$ cat src/hw/rtl/snorm_pkg.sv
`timescale 1ns / 1ps
package snorm_pkg;

  // Field formats: positions are signed Q10.10, unit vectors signed Q1.14.
  localparam int COORD_BITS = 20;
  localparam int UNIT_BITS  = 16;
  localparam int UNIT_FRAC  = UNIT_BITS - 2;
  localparam int DIFF_BITS  = COORD_BITS + 1;
  localparam int ROOT_W     = 63;
  localparam int SQRT_CELLS = 31;
  localparam int DIV_W      = 47;
  localparam int QUO_BITS   = 16;

  // Object kinds; every other code takes the cylinder path.
  localparam logic [1:0] KIND_PLANE  = 2'd0;
  localparam logic [1:0] KIND_SPHERE = 2'd1;

  typedef struct packed {
    logic [1:0]  object_kind;
    logic [59:0] hit_point;
    logic [59:0] object_center;
    logic [47:0] object_axis;
    logic [47:0] ray_dir;
  } in_t;

  typedef struct packed {
    logic signed [15:0] normal_x;
    logic signed [15:0] normal_y;
    logic signed [15:0] normal_z;
    logic               flipped;
    logic               degenerate;
  } out_t;

  // Data that rides alongside the arithmetic through the cell chains.
  typedef struct packed {
    logic [47:0] ray_dir;
    logic [47:0] axis;
    logic        plane;
    logic        degen;
    logic [2:0]  neg;
  } side_t;

  typedef struct packed {
    logic                       valid;
    logic [ROOT_W-1:0]          v;
    logic [ROOT_W-1:0]          r;
    logic [ROOT_W-1:0]          b;
    logic [2:0][DIFF_BITS-1:0]  mag;
    side_t                      side;
  } sq_t;

  typedef struct packed {
    logic                      valid;
    logic [2:0][DIV_W-1:0]     rem;
    logic [DIV_W-1:0]          dsh;
    logic [2:0][QUO_BITS-1:0]  q;
    side_t                     side;
  } dv_t;

endpackage

$ cat src/hw/rtl/snorm_sqrt_cell.sv
`timescale 1ns / 1ps
module snorm_sqrt_cell
  import snorm_pkg::*;
(
  input  logic clk,
  input  logic rst,
  input  logic en,
  input  sq_t  din,
  output sq_t  dout
);

  logic [ROOT_W-1:0] trial;
  sq_t               nxt;

  // One result bit of the square root: try to subtract the current trial.
  always_comb begin
    trial = din.r + din.b;
    nxt   = din;
    if (din.v >= trial) begin
      nxt.v = din.v - trial;
      nxt.r = (din.r >> 1) + din.b;
    end else begin
      nxt.r = din.r >> 1;
    end
    nxt.b = din.b >> 2;
  end

  always_ff @(posedge clk) begin
    if (rst) begin
      dout.valid <= 1'b0;
    end else if (en) begin
      dout <= nxt;
    end
  end

endmodule

$ cat config.mk
export PLATFORM = sky130hd
export DESIGN_NAME = snorm_sqrt_cell
export DESIGN_NICKNAME = d
export VERILOG_FILES = /design/src/hw/rtl/snorm_pkg.sv /design/src/hw/rtl/snorm_sqrt_cell.sv
export SDC_FILE = /design/constraint.sdc
export NUM_CORES = 1
export LEC_CHECK = 0
export BUFFER_PORTS_ARGS = -buffer_cell sky130_fd_sc_hd__buf_4
export CAP_MARGIN = 20
export CELL_PAD_IN_SITES_DETAIL_PLACEMENT = 0
export CELL_PAD_IN_SITES_GLOBAL_PLACEMENT = 1
export CORE_AREA = 2 2 273 275
export CTS_CLUSTER_DIAMETER = 200
export DETAILED_ROUTE_END_ITERATION = 8
export DIE_AREA = 0 0 275 277
export PLACE_DENSITY = 0.74
export SYNTH_ARGS = -nofsm -noshare
export SYNTH_HDL_FRONTEND = slang
export SYNTH_SLANG_ARGS = --single-unit
$ cat constraint.sdc
create_clock -name clk -period 32.9 [get_ports clk]
set_input_delay 9.87 -clock clk [delete_from_list [all_inputs] [get_ports clk]]
set_output_delay 9.87 -clock clk [all_outputs]
set_load 0.01 [all_outputs]
Word-level counts from Yosys, hierarchy flattened

Index checks and enable logic that the tools add are counted.

$add $sub $neg: 3
$lt $le $gt $ge: 1
Multiplexer cells: 2
Bitwise operators: 1
Reductions and logical operators: 1

Operator list:

| kind                                      | count |
|---|---|
| 62-bit by 63-bit adder with 63-bit output | 1 |
| 63-bit adder                              | 1 |
| 63-bit greater-or-equal comparator        | 1 |
| 63-bit 2-to-1 mux                         | 1 |
| 63-bit subtractor                         | 1 |
| 62-bit 2-to-1 mux                         | 1 |
| 2-bit AND reduction                       | 1 |
| 1-bit NOT                                 | 1 |

Flip-flop bits (word level): 352
Input port bits: 357
Output and inout port bits: 354
Logic and storage cells: 21

Longest topological paths before layout

Gate-level depths: netlist of the first run.

Depth after elaboration: 3
Mapped depth: 28
Mapped depth without buffers: 24

Worst setup path before layout of the first run

OpenSTA, ideal clock, no wires.

Kind: input to register
Start point: input port rst
End point: register dout[0] (netlist bit) (enable)
Setup time: 1119 ps
Arrival: 25374 ps
Path slack: 6408 ps
Stages on the path: 1
Buffers on the path: 0
Cell sequence: nor2b_1

Longest elaborated chain between the ends: 2

Ends and longest elaborated chain:

| what                          | line                  | source |
|---|---|---|
| start: declaration            | snorm_sqrt_cell.sv:6  | `input logic rst,` |
| 1-bit NOT (no line)           | --                    |  |
| 2-bit AND reduction (no line) | --                    |  |
| end signal: assignment        | snorm_sqrt_cell.sv:32 | `dout <= nxt;` |
| end: declaration              | snorm_sqrt_cell.sv:9  | `output sq_t dout` |

Every way passes these cells.
A chain may end at the register's enable or synchronous reset.

==> impl_summary.log, run 1 <==
[metrics] floorplan die height: 277 microns
[metrics] gp weighted congestion: 0.905
[metrics] initial antenna violation count: 14
[metrics] Hold Path Depth: 2
[metrics] Clk Latency, worst-skew pair: a little under 0.6 ns
[metrics] Sum Neg Setup Slack: 0 ns
[metrics] Lkg Pwr: ~13 nW
[metrics] Gate Count Post-Synth: 2272
[metrics] Die Span X: 275 microns
[metrics] number of instances resized during post-cts repair: 0
[metrics] Non-Filler Instances: roughly 3900
[metrics] wire length per cell after detailed routing: between 20 and 25 microns
[metrics] via count of the first global-routing pass: slightly above 20000
[metrics] Largest register FFs: around 350
[metrics] number of buffers on the longest clock path: 3
[metrics] number of hold violations in the final report: 0
[metrics] P per Cell Area: 56.2 nW/um^2
[metrics] floorplan die area: 76200 sq um
[metrics] sum of routed wire length over all layers: 97800 microns
[metrics] synthesis warning total: 0
[metrics] worst rel slew slack: approximately 26%
[metrics] worst hold path endpoint: dout[353]
[metrics] Clock Sinks: 352
[metrics] number of distinct standard cells referenced by the synthesized netlist: 80
[metrics] largest reg by FF count: dout
[metrics] biggest area consumer among synthesized cells: edfxtp_1
[metrics] Worst setup EP type: register
[metrics] final routed DRC violation total: 0
[metrics] status: completed
[metrics] Core ar.: 73600 sq um
[metrics] drt first-iter violations: ~1400
[metrics] floorplan row count: 100
[metrics] path class of the lowest-slack min-delay path: register to register
[metrics] maximum level of the CTS H-tree: 2
[metrics] TritonCTS clock tree: built
[metrics] signed area change from the synthesized netlist to the final layout: 33.5%
[metrics] first-pass detailed-route iteration total: 6
[metrics] setup repair after global routing missed its margin: false
[metrics] post-route clock skew: 0 ns
[metrics] Worst VDD drop: between 0.03 and 0.04 mV
[metrics] depth of the worst register-to-register path: 2
[metrics] Starting Density: 31.2%
[metrics] IO buf count: 708
[metrics] top flip-flop cell by instance count after synthesis: edfxtp_1
[metrics] cell occurring most often along the worst timing path: buf_4
[metrics] terminus of the critical flop-to-flop path: dout[353]
[metrics] highest cell delay on the worst timing path: 0.62 ns
[metrics] flop and latch count out of synthesis: about 350
[metrics] transition time at the pin with the least slew margin: 1.11 ns
[metrics] Final Max Tran Viols: 0
[metrics] count leader, synth: edfxtp_1
[metrics] fraction of layout cells with a size suffix above 1: 28.1%
[metrics] Clock transition at path regs: 0.06 ns
[metrics] slack of the worst reg-to-reg path: 32.29 ns
[metrics] remaining global-route overflow: 0
[metrics] remaining antenna violation count: 0
[metrics] Worst Path Class, Setup: primary input to register
[metrics] hold buffers post-CTS: 0
[metrics] crit path buf inv count: 4
[metrics] Crit path max-delay family: compound AO/OA/AOI/OAI gates
[metrics] fraction of registers with async set/reset: 0%
[metrics] overall power after layout: 1.72 mW
[metrics] biggest fanout along the worst timing path: 71
[metrics] clock root buffer master: clkbuf_16
[metrics] Period Utilization, post-route: 48.4%
[metrics] top-area cell type share of the netlist area: 45.9%
[metrics] Post-layout nets: around 3500
[metrics] global-route wire length before repair: 140000 microns
[metrics] total setup buffers inserted after CTS: 0
[metrics] post-synthesis cell area: 23000 sq um
[metrics] Syn Area/Cell: 10.1 sq um
[metrics] min Tclk post-route: 15.92 ns
[metrics] number of placed I/O pins: slightly above 700
[metrics] maximum number of pins on one net before global-route repair: 179
[metrics] count of final setup violators: 0
[metrics] ranking of synthesized cells by area: edfxtp_1 (46%), ha_1 (10%), a21oi_1 (5.0%), o21ai_0 (4.9%), nand2_1 (4.3%)
[metrics] leading registers by flop count: dout x352
[metrics] count of flip-flops with a built-in enable after synthesis: 351
[metrics] CP max-delay cell: buf_4
[metrics] Seq/Total Area, Yosys: a little under half
[metrics] post-DR vias/cell: 5.28
[metrics] required time reported for the critical path endpoint: 33.24 ns
[metrics] routed via count: 20790
[metrics] maximum clock frequency: 62.8 MHz
[metrics] total half-perimeter wirelength after legalization and detailed placement: roughly 81000 microns
[metrics] startpoint of the worst hold path: dout[353]
[metrics] total instance count after detailed placement: 3854
[metrics] top cells by instance count after synthesis: edfxtp_1 (351), nand2_1 (266), a21oi_1 (229), o21ai_0 (227), ha_1 (187)
[metrics] critical path startpoint category: primary input
[metrics] number of maximum-capacitance violations: 0
[metrics] total CTS buffers: 44
[metrics] startpoint of the most critical register-to-register path: dout[353]
[metrics] final core occ: 41.7%
[metrics] CP arrival: between 15 and 20 ns
[metrics] total global routing track utilization: 24.6%
[power breakdown]
part / total, mW / switching, mW / leakage [nW] / internal [mW]
clock network: 0.527 / 0.210 / 0.738 / 0.317
logic: 0.625 / 0.374 / 8.84 / 0.251
registers: 0.573 / 0.0149 / 3.28 / 0.558
[stage by stage]
stage                     setup WS, ns  area (sq um)  hold WS (ns)
final                            16.98         30700         0.546
after global routing             16.41         30700         0.574
after CTS                        16.95         30700         0.543
after detailed placement         16.35         29100         0.527
after global placement           16.33         29100         0.484
after floorplan                   6.41         23000         0.528
[worst min-delay path, delay by kind of cell (launching register included)]
kind / cells / cell delay [ns]
multiplexers: 1 / 0.08
AND/OR/NAND/NOR: 1 / 0.08
flip-flops: 1 / 0.35
[per-layer routing]
metal / part of all wire, % / track usage [%]
met1: 39 / 28.6
met2: 51 / 44.2
met3: 6.4 / 4.83
met4: 4.1 / 9.44
met5: 0.11 / 0
[layout by cell type, fill, tap and decap left out, types with 5 or more instances in the layout]
cell / instances
clkbuf_16: 44
xnor2_1: 84
nor2_1: 118
nor2b_1: 20
o21ai_0: 227
o21bai_1: 24
o211ai_1: 20
buf_4: 716
o31a_1: 6
a21boi_0: 6
nand3_1: 30
clkinv_2: 7
nand2_1: 266
o21a_1: 22
nor3_1: 25
nor4_1: 10
mux2_2: 12
inv_1: 40
a41oi_1: 5
o221ai_1: 6
diode_2: 5
or2_2: 7
a211oi_1: 18
and4_1: 5
ha_1: 187
nand4_1: 58
and2_1: 8
a31oi_1: 23
o31ai_1: 19
a211o_1: 6
nand2b_1: 31
a21oi_1: 229
or3_1: 9
a21o_1: 100
and3_1: 22
xor2_1: 94
o21ai_1: 9
edfxtp_1: 351
bufinv_16: 9
[cells by family (layout without fill, tap and decap cells)]
group	after synthesis	after routing	synth area share [%]
compound gates	773	773	20.9
xor+xnor	178	178	6.79
fa+ha+maj	190	190	10.4
buf+inv	145	834	2.69
flops	352	352	46.0
mux	15	15	0.719
other cells	1	7	0.0163
simple gates	618	618	12.5
[worst max-delay path by stage]
stage / end / depth (start not counted) / start
after floorplan: dout[0] / 1 / rst
after global placement: dout[276] / 26 / din[164]
after detailed placement: dout[264] / 27 / din[164]
after CTS: dout[264] / 27 / din[164]
after global routing: dout[264] / 27 / din[164]
final: dout[283] / 26 / din[164]
[area by class of cell]
| class | count | area, sq um |
|---|---|---|
| fillers | 7208 | 42900 |
| multi-input cells | 1776 | 11800 |
| flip-flops and latches | 352 | 10600 |
| repair buffers | 717 | 5400 |
| well taps | 969 | 1210 |
| clock buffers | 48 | 1120 |
| clock inverters | 29 | 413 |
| inverters | 40 | 150 |
| diodes | 5 | 12.5 |
Note: power is estimated with default switching activity, not from simulation.
==> run 2, diff against run 1 <==
==> constraint.sdc (replaced) <==
create_clock -name clk -period 16.62 [get_ports clk]
set_input_delay 4.986 -clock clk [delete_from_list [all_inputs] [get_ports clk]]
set_output_delay 4.986 -clock clk [all_outputs]
set_load 0.01 [all_outputs]
==> impl_summary.log, run 2 (synthesized netlist as in run 1, its figures left out) <==
[metrics] status: completed
[metrics] required time reported for the critical path endpoint: ~17 ns
[metrics] total of fill cells in the finished design: about 7200
[metrics] final core occ: about two fifths
[metrics] Core ar.: about 74000 sq um
[metrics] Worst VDD drop: 0.0856 mV
[metrics] critical path startpoint category: primary input
[metrics] Post-layout nets: 3476
[metrics] setup repair after global routing missed its margin: false
[metrics] CP arrival: ~11 ns
[metrics] total half-perimeter wirelength after legalization and detailed placement: 79200 microns
[metrics] Clock Sinks: 352
[metrics] startpoint of the worst hold path: dout[353]
[metrics] min Tclk post-route: ~11 ns
[metrics] total instance count after detailed placement: 3852
[metrics] overall power after layout: 3.39 mW
[metrics] transition time at the pin with the least slew margin: between 1 and 1.5 ns
[metrics] initial antenna violation count: 16
[metrics] Worst setup EP type: register
[metrics] first-pass detailed-route iteration total: 6
[metrics] Die Span X: approximately 280 microns
[metrics] startpoint of the most critical register-to-register path: dout[353]
[metrics] Lkg Pwr: 12.8 nW
[metrics] remaining global-route overflow: 0
[metrics] clock root buffer master: clkbuf_16
[metrics] wire length per cell after detailed routing: 24.5 microns
[metrics] P per Cell Area: ~110 nW/um^2
[metrics] maximum number of pins on one net before global-route repair: 170
[metrics] biggest fanout along the worst timing path: 80
[metrics] maximum clock frequency: 92.4 MHz
[metrics] floorplan row count: 100
[metrics] global-route wire length before repair: 138000 microns
[metrics] slack of the worst reg-to-reg path: 16.05 ns
[metrics] leading registers by flop count: dout x352
[metrics] portion of total power attributed to sequential cells: roughly 34%
[metrics] final routed DRC violation total: 0
[metrics] total CTS buffers: 44
[metrics] part of the total power dissipated in the clock network: approximately 30%
[metrics] via count of the first global-routing pass: slightly above 20000
[metrics] routed via count: between 20000 and 25000
[metrics] internal power consumption: 2.19 mW
[metrics] number of placed I/O pins: 711
[metrics] Largest register FFs: between 300 and 400
[metrics] sum of routed wire length over all layers: about 97000 microns
[metrics] DR top layer: met5
[metrics] post-route worst setup slack: 5.80 ns
[metrics] Final Max Tran Viols: 0
[metrics] total setup buffers inserted after CTS: 0
[metrics] number of maximum-capacitance violations: 0
[metrics] gp weighted congestion: 0.919
[metrics] count of final setup violators: 0
[metrics] Period Utilization, post-route: 65.1%
[metrics] floorplan die area: 76200 sq um
[metrics] floorplan die height: approximately 280 microns
[metrics] commonest cells after routing, fill and taps aside: buf_4 (713), edfxtp_1 (351), nand2_1 (266), a21oi_1 (229), o21ai_0 (227)
[metrics] number of buffers on the longest clock path: 3
[metrics] Psw: about 1.2 mW
[metrics] Starting Density: a little under a third
[metrics] maximum level of the CTS H-tree: 2
[metrics] hold buffers post-CTS: 0
[metrics] Placement Setup Slack: 4.94 ns
[metrics] Sum Neg Setup Slack: 0 ns
[metrics] worst hold path endpoint: dout[353]
[metrics] worst rel slew slack: 31.3%
[metrics] Worst Path Class, Setup: primary input to register
[metrics] final-layout worst hold slack: 0.498 ns
[metrics] Non-Filler Instances: 3940
[metrics] Clk Latency, worst-skew pair: 0.58 ns
[metrics] wire length on met3: 6430 microns
[metrics] depth of the worst register-to-register path: 2
[metrics] IO buf count: 708
[metrics] number of instances resized during post-cts repair: 0
[metrics] Clock transition at path regs: approximately 0.060 ns
[metrics] post-route clock skew: 0 ns
[metrics] drt first-iter violations: 1426
[metrics] switching portion of total power: 35.2%
[metrics] post-route standard cell area excluding fillers: 30600 sq um
[metrics] met1 wire length: 38300 microns
[metrics] post-DR vias/cell: 5.27
[metrics] combinational share of power: 36.5%
[metrics] path class of the lowest-slack min-delay path: register to register
[metrics] TritonCTS clock tree: built
[metrics] number of hold violations in the final report: 0
[metrics] Hold Path Depth: 2
[metrics] largest reg by FF count: dout
[metrics] total global routing track utilization: between 20% and 30%
[metrics] most common library cell in the layout ignoring fill and taps: buf_4
[metrics] Placed Area: 29100 sq um
[metrics] signed area change from the synthesized netlist to the final layout: 33.4%
[metrics] remaining antenna violation count: 0
[metrics] met2 layer wire length in the routed design: 48800 microns
[metrics] terminus of the critical flop-to-flop path: dout[353]
[metrics] fraction of layout cells with a size suffix above 1: 28.0%
run 2: changes by cell type in the layout (fill, tap and decap cells not counted):
cell        change
clkinvlp_4      +4
clkinv_2        -2
buf_4           -3
bufinv_16       -3
clkinv_1        +4
buf_12          +1
clkbuf_16       +1
clkinv_8        -1
inv_16          +1
diode_2         +2
run 2: cell type report:
type	instances	area (sq um)	area share, %
multi-input cells	1776	11800	38.5
flip-flops and latches	352	10600	34.5
repair buffers	715	5390	17.6
well taps	969	1210	3.96
clock buffers	49	1140	3.72
clock inverters	32	362	1.18
inverters	40	150	0.490
diodes	7	17.5	0.0572
run 2: power groups by stage:
stage	logic [mW]	registers, mW	clock network, mW
6_report	1.24	1.13	1.02
5_1_grt	1.35	1.14	1.07
4_1_cts	1.23	1.13	1.04
3_5_place_dp	1.23	1.15	0
3_3_place_gp	1.22	1.15	0
2_1_floorplan	0.714	1.20	0
run 2: how the worst max path moves through the flow:
stage / from / to / slack (ns)
global placement: din[170] / dout[284] / 5.05
detailed placement: din[170] / dout[284] / 4.94
global route: din[170] / dout[284] / 5.37
floorplan: en / dout[0] / 2.06
CTS: din[170] / dout[284] / 5.55
finish: din[170] / dout[284] / 5.80
run 2: metal layers:
layer	GRT usage, %	vias to the layer above
met1	28.3	10012
met2	43.7	713
met5	0	-
li1	-	9891
met4	7.90	18
met3	5.10	127
run 2: worst max-delay path, cell delays in order:
cell and delay [ns]:
buf_4 0.12, ha_1 0.36, a21oi_1 0.10, o21ai_0 0.35, nor2_1 0.12, a2111oi_0 0.76, buf_4 0.24, nor4_1 0.05
nor2_1 0.30, o22a_1 0.26, a31oi_1 0.25, o31ai_1 0.35, xnor2_1 0.15, ha_1 0.39, nand4_1 0.23, nor3_1 0.32
nand2_1 0.08, nor4_1 0.45, a41oi_1 0.17, o211ai_1 0.19, a31oi_4 0.07, buf_4 0.37, a211o_1 0.32, o2bb2a_1 0.23
