===== src/hw/rtl/snorm_pkg.sv =====
`timescale 1ns / 1ps
package snorm_pkg;

  // Field formats: positions are signed Q10.10, unit vectors signed Q1.14.
  localparam int COORD_BITS = 20;
  localparam int UNIT_BITS  = 16;
  localparam int UNIT_FRAC  = UNIT_BITS - 2;
  localparam int DIFF_BITS  = COORD_BITS + 1;
  localparam int ROOT_W     = 63;
  localparam int SQRT_CELLS = 31;
  localparam int DIV_W      = 47;
  localparam int QUO_BITS   = 16;

  // Object kinds; every other code takes the cylinder path.
  localparam logic [1:0] KIND_PLANE  = 2'd0;
  localparam logic [1:0] KIND_SPHERE = 2'd1;

  typedef struct packed {
    logic [1:0]  object_kind;
    logic [59:0] hit_point;
    logic [59:0] object_center;
    logic [47:0] object_axis;
    logic [47:0] ray_dir;
  } in_t;

  typedef struct packed {
    logic signed [15:0] normal_x;
    logic signed [15:0] normal_y;
    logic signed [15:0] normal_z;
    logic               flipped;
    logic               degenerate;
  } out_t;

  // Data that rides alongside the arithmetic through the cell chains.
  typedef struct packed {
    logic [47:0] ray_dir;
    logic [47:0] axis;
    logic        plane;
    logic        degen;
    logic [2:0]  neg;
  } side_t;

  typedef struct packed {
    logic                       valid;
    logic [ROOT_W-1:0]          v;
    logic [ROOT_W-1:0]          r;
    logic [ROOT_W-1:0]          b;
    logic [2:0][DIFF_BITS-1:0]  mag;
    side_t                      side;
  } sq_t;

  typedef struct packed {
    logic                      valid;
    logic [2:0][DIV_W-1:0]     rem;
    logic [DIV_W-1:0]          dsh;
    logic [2:0][QUO_BITS-1:0]  q;
    side_t                     side;
  } dv_t;

endpackage


===== src/hw/rtl/snorm_div_cell.sv =====
`timescale 1ns / 1ps
module snorm_div_cell
  import snorm_pkg::*;
(
  input  logic clk,
  input  logic rst,
  input  logic en,
  input  dv_t  din,
  output dv_t  dout
);

  dv_t nxt;

  // One quotient bit for each of the three components, shared divisor.
  always_comb begin
    nxt = din;
    for (int i = 0; i < 3; i++) begin
      if (din.rem[i] >= din.dsh) begin
        nxt.rem[i] = din.rem[i] - din.dsh;
        nxt.q[i]   = {din.q[i][QUO_BITS-2:0], 1'b1};
      end else begin
        nxt.q[i]   = {din.q[i][QUO_BITS-2:0], 1'b0};
      end
    end
    nxt.dsh = din.dsh >> 1;
  end

  always_ff @(posedge clk) begin
    if (rst) begin
      dout.valid <= 1'b0;
    end else if (en) begin
      dout <= nxt;
    end
  end

endmodule


===== config.mk =====
export PLATFORM = sky130hd
export DESIGN_NAME = snorm_div_cell
export DESIGN_NICKNAME = d
export VERILOG_FILES = /design/src/hw/rtl/snorm_pkg.sv /design/src/hw/rtl/snorm_div_cell.sv
export SDC_FILE = /design/constraint.sdc
export NUM_CORES = 1
export LEC_CHECK = 0
export BUFFER_PORTS_ARGS = -buffer_cell sky130_fd_sc_hd__buf_2
export CORE_AREA = 3 3 263 265
export DETAILED_ROUTE_END_ITERATION = 16
export DIE_AREA = 0 0 266 268
export PLACE_DENSITY = 0.58
export SLEW_MARGIN = 20
export SYNTH_ARGS = -nofsm -noshare
export SYNTH_HDL_FRONTEND = slang
export SYNTH_SLANG_ARGS = --single-unit

===== constraint.sdc =====
create_clock -name clk -period 40.3 [get_ports clk]
set_clock_uncertainty 0.2 [all_clocks]
set_input_delay 2.015 -clock clk [delete_from_list [all_inputs] [get_ports clk]]
set_output_delay 2.015 -clock clk [all_outputs]
set_load 0.02 [all_outputs]

After elaboration in Yosys (flattened, before gate mapping)
Index checks and enable logic that the tools add are counted.
{"block": "word_totals", "inputBits": 341, "regBits": 337, "out_inout_bits": 338, "wordCells": 27, "latch_bits": 0, "mem_bits_rw": 0, "rom_bits": 0, "mem_count": 0}
{"block": "op_classes", "mul": 0, "n_mux": 6, "shift": 0, "bitwise": 1, "order_cmp": 3, "n_div": 0, "addsub": 3, "reduce_logical": 1, "n_eq_ne": 0}
{"cell": "$ge A47 B47 Y1", "n": 3}
{"cell": "$mux W47", "n": 3}
{"cell": "$sub A47 B47 Y47", "n": 3}
{"cell": "$mux W1", "n": 3}
{"cell": "$reduce_and A2 Y1", "n": 1}
{"cell": "$not A1 Y1", "n": 1}

Depth between registers and ports, before layout
Gate-level depths: netlist (run 1).
{"block": "logic_depth", "depth_word": 2, "depth_mapped": 15}

Least setup slack after synthesis (run 1)
No wires, ideal clock.
{"block": "synth_timing", "path_kind": "input to register", "startpoint": "in rst", "endpoint": "reg dout[0] (netlist name), enable pin", "cell_stages": 1, "required_time_ns": 39.014, "path_slack_ns": 22.156, "arrival_ns": 16.858, "cell_sequence": "nor2b_1"}
{"block": "synth_via", "elab_chain_len": 2}
{"item": "from (decl)", "line_no": "snorm_div_cell.sv:6", "source": "input logic rst,"}
{"item": "$not A1 Y1 (no line)"}
{"item": "$reduce_and A2 Y1 (no line)"}
{"item": "to (signal assigned)", "line_no": "snorm_div_cell.sv:32", "source": "dout <= nxt;"}
{"item": "to (decl)", "line_no": "snorm_div_cell.sv:9", "source": "output dv_t dout"}
Every way passes these cells.
A chain may end at the register's enable or synchronous reset.

==> results of run 1 <==
-- metrics by stage --
stage               power (mW)  cells  hold slack (ps)
finish                   1.067   3427            297.8
global route             1.118   3422            342.6
CTS                      1.079   3421            299.1
detailed placement      0.7175   3348            283.4
global placement        0.7155   3348            280.5
floorplan               0.6253   1874            378.8
-- final cells by class --
cell class | count | area, um^2 | area share (%)
Sequential cell | 337 | 10110 | 39.84
Multi-Input combinational cell | 1360 | 9105 | 35.88
Timing Repair Buffer | 680 | 3431 | 13.52
Inverter | 98 | 367.9 | 1.450
Clock buffer | 46 | 1045 | 4.117
Antenna cell | 6 | 15.01 | 0.05917
Clock inverter | 27 | 209.0 | 0.8235
Tap cell | 873 | 1092 | 4.305
-- power by group through the flow --
stage | clock network, mW | logic [mW] | registers, mW
detailed placement | 0 | 0.280 | 0.438
global route | 0.380 | 0.306 | 0.433
global placement | 0 | 0.278 | 0.438
finish | 0.356 | 0.281 | 0.431
floorplan | 0 | 0.143 | 0.482
CTS | 0.367 | 0.281 | 0.431
-- worst max-delay path: cells and delay by family --
family                     cells  cell delay, ps
AOI/OAI and AO/OA              6            2150
buffers and inverters          3             890
muxes                          1             410
adders and majority gates      1             320
and+or+nand+nor                2             320
-- path summary, 6_finish.rpt --
check                               start         to  cells past startpoint
worst max-delay path             din[153]  dout[197]                     13
worst min-delay path            dout[337]  dout[337]                      2
worst max register to register  dout[337]  dout[337]                      2
worst min register to register  dout[337]  dout[337]                      2
-- kinds of logic (layout without fill, tap and decap cells) --
group / after synthesis / after routing / share of synthesized area [%]
buffers and inverters: 177 / 851 / 3.526
multiplexers: 23 / 23 / 1.278
AO/OA/AOI/OAI: 581 / 581 / 18.22
adder cells (fa/ha/maj): 144 / 144 / 9.180
other: 1 / 7 / 0.01887
AND/OR/NAND/NOR: 483 / 483 / 11.26
flip-flops: 337 / 337 / 50.88
XOR/XNOR: 128 / 128 / 5.642
-- routing by layer --
metal  global-route usage (%)  routed length, um  vias up
met5                        0                139        -
met4                    5.839               2336       22
met3                    5.347               5724      137
met2                    39.21              40880      627
met1                    25.35              32040     8369
li1                         -                  -     8273
-- cells in the mapped netlist (6+ instances only) --
cell | n | area, um^2
a221o_1 | 6 | 60.06
o21ai_0 | 156 | 780.8
o21a_1 | 13 | 97.59
o21bai_1 | 28 | 210.2
edfxtp_1 | 336 | 10090
xor2_1 | 54 | 473.0
a21o_1 | 77 | 578.1
nor3_1 | 27 | 135.1
nand4_1 | 31 | 193.9
nand2_1 | 194 | 728.2
clkbuf_1 | 61 | 229.0
xnor2_1 | 74 | 648.1
buf_2 | 14 | 70.07
o21ai_1 | 8 | 40.04
nor2_1 | 99 | 371.6
nand3_1 | 39 | 195.2
o31ai_1 | 7 | 52.55
mux2_2 | 19 | 214.0
ha_1 | 141 | 1764
a211oi_1 | 13 | 97.59
inv_1 | 97 | 364.1
nand2b_1 | 16 | 100.1
and2_1 | 6 | 37.54
and3_1 | 23 | 143.9
a31o_2 | 8 | 70.07
nor2b_1 | 17 | 106.4
nor4_1 | 8 | 50.05
a31oi_1 | 24 | 150.1
o211ai_1 | 10 | 75.07
a21oi_1 | 186 | 930.9
or3_1 | 6 | 37.54
==> run_results.csv, run 1 <==
group,metric,value,unit
run_status,status,"finished clean",
clock_tree,cts_buffers,41,
timing,min_period_over_period,15.06,%
placed_design,place_ws,33740,ps
logic_synthesis,syn-cell-area,0.01987,mm^2
timing,report.final.setup_viol,0,
finish,reg.largest.list,"dout: 337 flops",
die,die_area,0.07129,mm^2
setup_path,path_max_fanout,68,
clock_tree,holdBufCountCts,0,
pwr,leakagePower,10.95,nW
worst_hold_path,min_path_type,"reg2reg",
pwr,p_seq_share,40.4,%
routing,drtPass1Iterations,5,
finish,nets,3003,
routing,postRouteAntennaNets,0,
global_route,grt_first_pass_wirelength,114200,um
clock_tree,clock-root-buffer,"clkbuf_16",
pwr,clockPowerShare,33.3,%
global_route,grt_use_total,21.57,%
timing,fin_setup_tns,0,ps
pwr,p_sw,343.9,uW
logic_synthesis,async_flop_share,0,%
routing,vias,17430,
setup_path,r2r_setup_slack,39530,ps
finish,final_common_cell,"buf_2",
setup_path,crit_top_cell,"o21ai_1",
logic_synthesis,yosysWarningCount,0,
setup_path,end_kind,"flip-flop",
pwr,p_per_area,42.05,mW/mm^2
setup_path,cp_data_required_time,40400,ps
pwr,comb_power_share,26.3,%
routing,vias_per_cell,5.085,
timing,worstMarginPinSlew,1061,ps
finish,final_cell_mix,"buf_2 (674), edfxtp_1 (336), nand2_1 (194), a21oi_1 (186), o21ai_0 (156)",
timing,max_freq,164.7,MHz
setup_path,critPathMaxStageDelay,660,ps
timing,max_slew_margin,29.30,%
logic_synthesis,avgSynthCellArea,10.60,um^2
placed_design,dp_hpwl,66820,um
routing,drc,0,
timing,slew_violations,0,
finish,largest_reg_flops,337,
die,start_util,29.64,%
clock_tree,ctsResizeCount,0,
job,max-cap-violations,0,
routing,wl_per_cell,23.67,um
global_route,grt_pass1_vias,17240,
finish,final_area,0.02537,mm^2
finish,drive_above_1_share,30.81,%
timing,worst_slack,34230,ps
placed_design,placed_cell_area,0.02411,mm^2
pwr,p_sw_share,32.23,%
clock_tree,post-cts-setup-buffer-count,0,
finish,syn_to_final_growth,27.69,%
die,num_io_pins,679,
setup_path,arrival,6170,ps
die,core-area,0.06704,mm^2
timing,rsz0062_at_grt,"false",
global_route,antenna_found_initial,24,
logic_synthesis,synth_seq_cells,337,
finish,nFillCells,6682,
pwr,peakVddDrop,30.32,uV
clock_tree,clk_latency,560,ps
setup_path,slowest_stage,"a41oi_4",
timing,hold_violations,0,
finish,largest-register,"dout",
die,fp.dieH,268,um
finish,final_core_utilization,37.85,%
logic_synthesis,yosysUniqueCellTypes,72,
logic_synthesis,netlist_instances,1874,
timing,min_period,6071,ps
clock_tree,tritoncts,"yes",
setup_path,start_kind,"input pin",
global_route,grt-ovfl-total,0,
placed_design,globalplace.congestion,0.9258,
die,die_w,266,um
routing,drt_first_iter_violations,1196,
global_route,grt_max_degree,179,
logic_synthesis,synth_ff_type,"edfxtp_1",
clock_tree,path_clk_slew,60,ps
die,fp-row-count,95,
clock_tree,cts_max_path_buffers,3,
logic_synthesis,syn_nets,2359,
clock_tree,htreeDepth,2,
setup_path,path_cells,"buf_2 > inv_1 > ha_1 > a211oi_1 > nand2b_1 > o21ai_0 > and3_1 > o21ai_1 > a21oi_2 > o21ai_1 > a41oi_4 > buf_4 > mux2_2",
setup_path,critPathKind,"in2reg",
logic_synthesis,yosysSeqAreaShare,50.88,%
routing,routed_wl,81120,um
placed_design,port_buffers,674,
pwr,p_int,723.0,uW
logic_synthesis,synth_edf_count,336,
clock_tree,cts_sinks,337,
Note: power is estimated with default switching activity, not from simulation.
==> inputs of run 2 (changes only) <==
Settings changed: PLACE_DENSITY 0.58 to 0.6.
Clock period 40.3 ns to 4.9 ns, I/O delays scaled along.
==> run 2 against run 1 <==
Against the previous run: register-to-register slack got worse by 36000 ps; wire length increased by 2.3%; non-clock buffer count grew 347; power increased to 8.6 times the previous value; critical endpoint is now dout[200]; sequential power rose to 8.2 times the previous value; core utilization is 5.4 points higher; worst setup slack worse by 33000 ps; first-iteration DRC count rose by 5.8%.
==> run_results.csv, run 2 (same netlist as run 1, synthesis figures left out) <==
group,metric,value,unit
pwr,peakVddDrop,233.2,uV
timing,max_slew_margin,42.83,%
placed_design,dp_hpwl,65200,um
placed_design,placedCellCount,3359,
setup_path,slowest_stage,"nor3_1",
routing,drt_first_iter_violations,1265,
setup_path,path_cells,"dlygate4sd3_1 > buf_2 > inv_1 > ha_1 > and3_1 > nand2_1 > or2_2 > nor3_1 > nand4_1 > nand3_1 > a41oi_4 > buf_12 > o21ai_0",
timing,hold_violations,0,
timing,slew_violations,0,
finish,final_cell_mix,"buf_2 (674), edfxtp_1 (336), dlygate4sd3_1 (336), nand2_1 (194), a21oi_1 (186)",
clock_tree,clk_latency,570,ps
die,fp.dieH,268,um
setup_path,end_kind,"flip-flop",
die,die_w,266,um
global_route,grt_pass1_vias,18690,
clock_tree,clock-root-buffer,"clkbuf_16",
placed_design,globalplace.congestion,0.9058,
clock_tree,ctsResizeCount,0,
routing,postRouteAntennaNets,0,
placed_design,placed_cell_area,0.02426,mm^2
routing,routed_wl,82990,um
clock_tree,cts_max_path_buffers,3,
routing,wl_per_cell,21.96,um
timing,report.final.setup_viol,0,
setup_path,cp_data_required_time,5030,ps
timing,fin_setup_tns,0,ps
pwr,power,9.187,mW
finish,largest-register,"dout",
die,start_util,29.64,%
routing,vias_per_cell,4.909,
pwr,leakagePower,12.46,nW
routing,drtPass1Iterations,5,
clock_tree,cts_sinks,337,
pwr,p_per_area,316.8,mW/mm^2
clock_tree,cts_buffers,42,
setup_path,critPathKind,"in2reg",
setup_path,path_max_fanout,64,
die,die_area,0.07129,mm^2
finish,reg.largest.list,"dout: 337 flops",
global_route,grt_first_pass_wirelength,117400,um
global_route,antenna_found_initial,19,
clock_tree,tritoncts,"yes",
clock_tree,htreeDepth,2,
run_status,status,"finished clean",
finish,final_common_cell,"buf_2",
routing,drc,0,
finish,nets,3351,
finish,stdcell_count,3779,
finish,syn_to_final_growth,45.95,%
setup_path,critPathMaxStageDelay,590,ps
finish,largest_reg_flops,337,
finish,drive_above_1_share,27.64,%
clock_tree,path_clk_slew,60,ps
global_route,grt_max_degree,122,
global_route,grt_use_total,22.19,%
job,max-cap-violations,0,
timing,max_freq,240.4,MHz
placed_design,port_buffers,674,
timing,worstMarginPinSlew,857.6,ps
setup_path,arrival,4290,ps
timing,whs,92.56,ps
timing,rsz0062_at_grt,"false",
worst_hold_path,min_path_type,"in2reg",
timing,min_period_over_period,84.88,%
die,core-area,0.06704,mm^2
routing,vias,18550,
setup_path,start_kind,"input pin",
timing,min_period,4159,ps
die,fp-row-count,95,
global_route,grt-ovfl-total,0,
finish,final_area,0.02900,mm^2
die,num_io_pins,679,
==> run 2: cell count changes in the layout (fill, tap and decap cells not counted), sizes merged, moves of 2 or more <==
| cell | previous run | this run |
|---|---|---|
| diode | 6 | 8 |
| dlygate4sd3 | 0 | 336 |
| clkbuf | 46 | 50 |
| inv | 104 | 102 |
| clkinvlp | 5 | 9 |
| buf | 680 | 691 |
| clkinv | 14 | 10 |
==> run 2: where the power goes <==
part | total (mW) | internal [mW] | switching [mW]
clock | 3.08 | 1.76 | 1.32
sequential | 3.54 | 3.48 | 0.0633
combinational | 2.57 | 1.01 | 1.55
total | 9.19 | 6.25 | 2.93
==> run 2: path summary, 6_finish.rpt <==
check / slack, ps / end / cells past startpoint / start
setup reg to reg: 3540 / dout[337] / 3 / dout[337]
setup / recovery: 740 / dout[200] / 13 / din[178]
hold / removal: 90 / dout[243] / 3 / din[149]
hold reg to reg: 870 / dout[337] / 3 / dout[337]
==> run 2: critical path, delay by kind of cell <==
kind,cells,cell delay (ps)
AOI/OAI and AO/OA,2,470
adders and majority gates,1,480
buffers and inverters,4,1030
and+or+nand+nor,6,1990
==> run 2: timing repair <==
item | 4_1_cts | 5_1_grt
buffers inserted | 0 | 0
hold buffers | 336 | 0
endpoints found under the hold margin | 352 | 0
==> run 2: per-layer routing <==
metal / GRT usage [%] / routed length [um] / vias to the layer above
met5: 0 / 131 / -
met4: 11.80 / 4660 / 20
met3: 6.107 / 6247 / 166
met2: 38.12 / 39610 / 687
met1: 25.26 / 32340 / 8693
li1: - / - / 8985
==> run 2: layout make-up <==
class / instances / area, um^2
multi-input combinational: 1360 / 9105
timing repair buffer: 1027 / 6952
clock buffer: 50 / 1081
antenna: 8 / 20.02
tap: 873 / 1092
inverter: 98 / 367.9
fill: 6402 / 38040
sequential: 337 / 10110
clock inverter: 26 / 274.0
==> run 2: through the flow <==
step | utilization [%] | setup WS (ps)
after global placement | 36.19 | 698.0
after global routing | 43.26 | 526.2
final | 43.26 | 741.0
after CTS | 43.23 | 748.3
after floorplan | - | -999.9
after detailed placement | 36.19 | 691.9
==> inputs of run 3 (changes only) <==
Settings changed: PLACE_DENSITY 0.6 to 0.58.
Clock period 4.9 ns to 4 ns, I/O delays scaled along.
==> run 3 against run 2 <==
Against the previous run: core utilization up 0.80 points; critical path depth up 2; worst hold slack worse by 44 ps.
==> run_results.csv, run 3 (same netlist as run 1, synthesis figures left out) <==
group,metric,value,unit
finish,syn_to_final_growth,48.63,%
worst_hold_path,whs_path_depth,3,
clock_tree,cts_buffers,42,
die,die_area,0.07129,mm^2
finish,reg.largest.list,"dout: 337 flops",
finish,multi_input_comb_area,0.009141,mm^2
finish,final_common_cell,"buf_2",
clock_tree,htreeDepth,2,
pwr,leakagePower,12.82,nW
global_route,grt_max_degree,170,
placed_design,dp_hpwl,68070,um
finish,final_cell_mix,"buf_2 (674), edfxtp_1 (336), dlygate4sd3_1 (335), nand2_1 (194), a21oi_1 (185)",
placed_design,placedCellCount,3418,
run_status,status,"finished clean",
global_route,grt-ovfl-total,0,
pwr,comb_power_share,28.7,%
global_route,grt_first_pass_wirelength,124000,um
die,fp.dieH,268,um
finish,final_area,0.02954,mm^2
setup_path,ff2ff_path_depth,3,
routing,vias,19190,
setup_path,end_kind,"flip-flop",
pwr,power,11.41,mW
global_route,grt_use_total,23.07,%
worst_hold_path,min_path_type,"in2reg",
setup_path,critPathMaxStageDelay,560,ps
finish,final_core_utilization,44.06,%
setup_path,cp_data_required_time,4120,ps
pwr,p_sw_share,31.55,%
global_route,antenna_found_initial,6,
timing,report.final.setup_viol,0,
finish,nets,3412,
finish,drive_above_1_share,29.40,%
clock_tree,clock-root-buffer,"clkbuf_16",
routing,wl_per_cell,22.49,um
setup_path,slowest_stage,"dlygate4sd3_1",
finish,nFillCells,6334,
pwr,peakVddDrop,328.7,uV
pwr,p_seq_share,38.1,%
die,fp-row-count,95,
die,num_io_pins,679,
clock_tree,cts_max_path_buffers,3,
pwr,p_sw,3.600,mW
setup_path,crit_top_cell,"a41oi_4",
finish,largest_reg_flops,337,
global_route,grt_pass1_vias,19650,
die,core-area,0.06704,mm^2
finish,seqCellArea,0.01011,mm^2
setup_path,arrival,3950,ps
timing,min_period,3835,ps
clock_tree,tritoncts,"yes",
pwr,clockPowerShare,33.2,%
timing,min_period_over_period,95.88,%
routing,drtPass1Iterations,5,
finish,largest-register,"dout",
die,start_util,29.64,%
timing,worstMarginPinSlew,1165,ps
finish,stdcell_count,3835,
routing,routed_wl,86230,um
pwr,p_per_area,386.4,mW/mm^2
setup_path,start_kind,"input pin",
clock_tree,cts_sinks,337,
clock_tree,path_clk_slew,50,ps
timing,slew_violations,0,
placed_design,placed_cell_area,0.02473,mm^2
placed_design,globalplace.congestion,0.9045,
clock_tree,clk_latency,570,ps
setup_path,critPathKind,"in2reg",
timing,max_slew_margin,22.33,%
timing,fin_setup_tns,0,ps
job,max-cap-violations,0,
setup_path,path_max_fanout,6,
timing,hold_violations,0,
routing,postRouteAntennaNets,0,
routing,vias_per_cell,5.004,
placed_design,port_buffers,674,
routing,drc,0,
setup_path,path_cells,"dlygate4sd3_1 > buf_2 > inv_1 > buf_4 > ha_1 > nor2b_1 > o2111ai_2 > a21oi_2 > nor3_2 > a211oi_4 > a41oi_4 > o41ai_4 > a41oi_4 > inv_2 > mux2_2",
timing,max_freq,260.7,MHz
routing,drt_first_iter_violations,1287,
pwr,p_int,7.812,mW
die,die_w,266,um
## run 3: cell count changes in the layout (fill, tap and decap cells not counted), sizes merged
cell | before | now
dlygate4sd3 | 336 | 335
diode | 8 | 6
bufinv | 3 | 4
clkinv | 10 | 20
clkbuf | 50 | 47
buf | 691 | 752
clkinvlp | 9 | 2
inv | 102 | 99
## run 3: what timing repair did
item                                    4_1_cts  5_1_grt
resized for setup                             0        9
endpoints found under the hold margin       347        0
buffers inserted                              0        2
hold buffers                                335        0
endpoints found under the setup margin        0       47
## run 3: cell type report
cell class	count	share of cell area (%)
Sequential cell	337	34.23
Multi-Input combinational cell	1360	30.95
Timing Repair Buffer	1088	25.24
Tap cell	873	3.698
Clock buffer	46	3.681
Inverter	98	1.245
Clock inverter	27	0.9108
Antenna cell	6	0.05083
## run 3: routing by layer
metal  track usage [%]  share of wire [%]
met5                 0              0.044
met3             3.992                5.8
met2             40.60                 49
met4             10.20                4.5
met1             27.78                 41
## run 3: worst paths after layout
path	slack (ps)	from	endpoint
worst min-delay path	50	din[149]	dout[243]
worst max register to register	2630	dout[337]	dout[337]
worst min register to register	900	dout[337]	dout[337]
worst max-delay path	160	din[150]	dout[279]
## run 3: power by group through the flow
stage	registers, mW	clock network, mW	logic, mW
after floorplan	4.80	0	1.44
after global placement	4.42	0	2.94
after detailed placement	4.42	0	2.96
after CTS	4.35	3.90	3.26
after global routing	4.37	4.02	3.54
final	4.35	3.78	3.27
## run 3: worst max-delay path: cells and delay by family
family                     cells  cell delay [ps]
AOI/OAI and AO/OA              6             1590
adders and majority gates      1              290
buffers and inverters          5             1230
muxes                          1              360
and+or+nand+nor                2              270
## run 3: per-stage QoR
| stage | worst slack (ps) | hold slack, ps |
|---|---|---|
| after floorplan | -1855 | 72.38 |
| after global placement | -0.7339 | 177.7 |
| after detailed placement | -0.06617 | 178.2 |
| after CTS | 8.769 | 2.871 |
| after global routing | -10.02 | 47.92 |
| final | 164.7 | 48.62 |
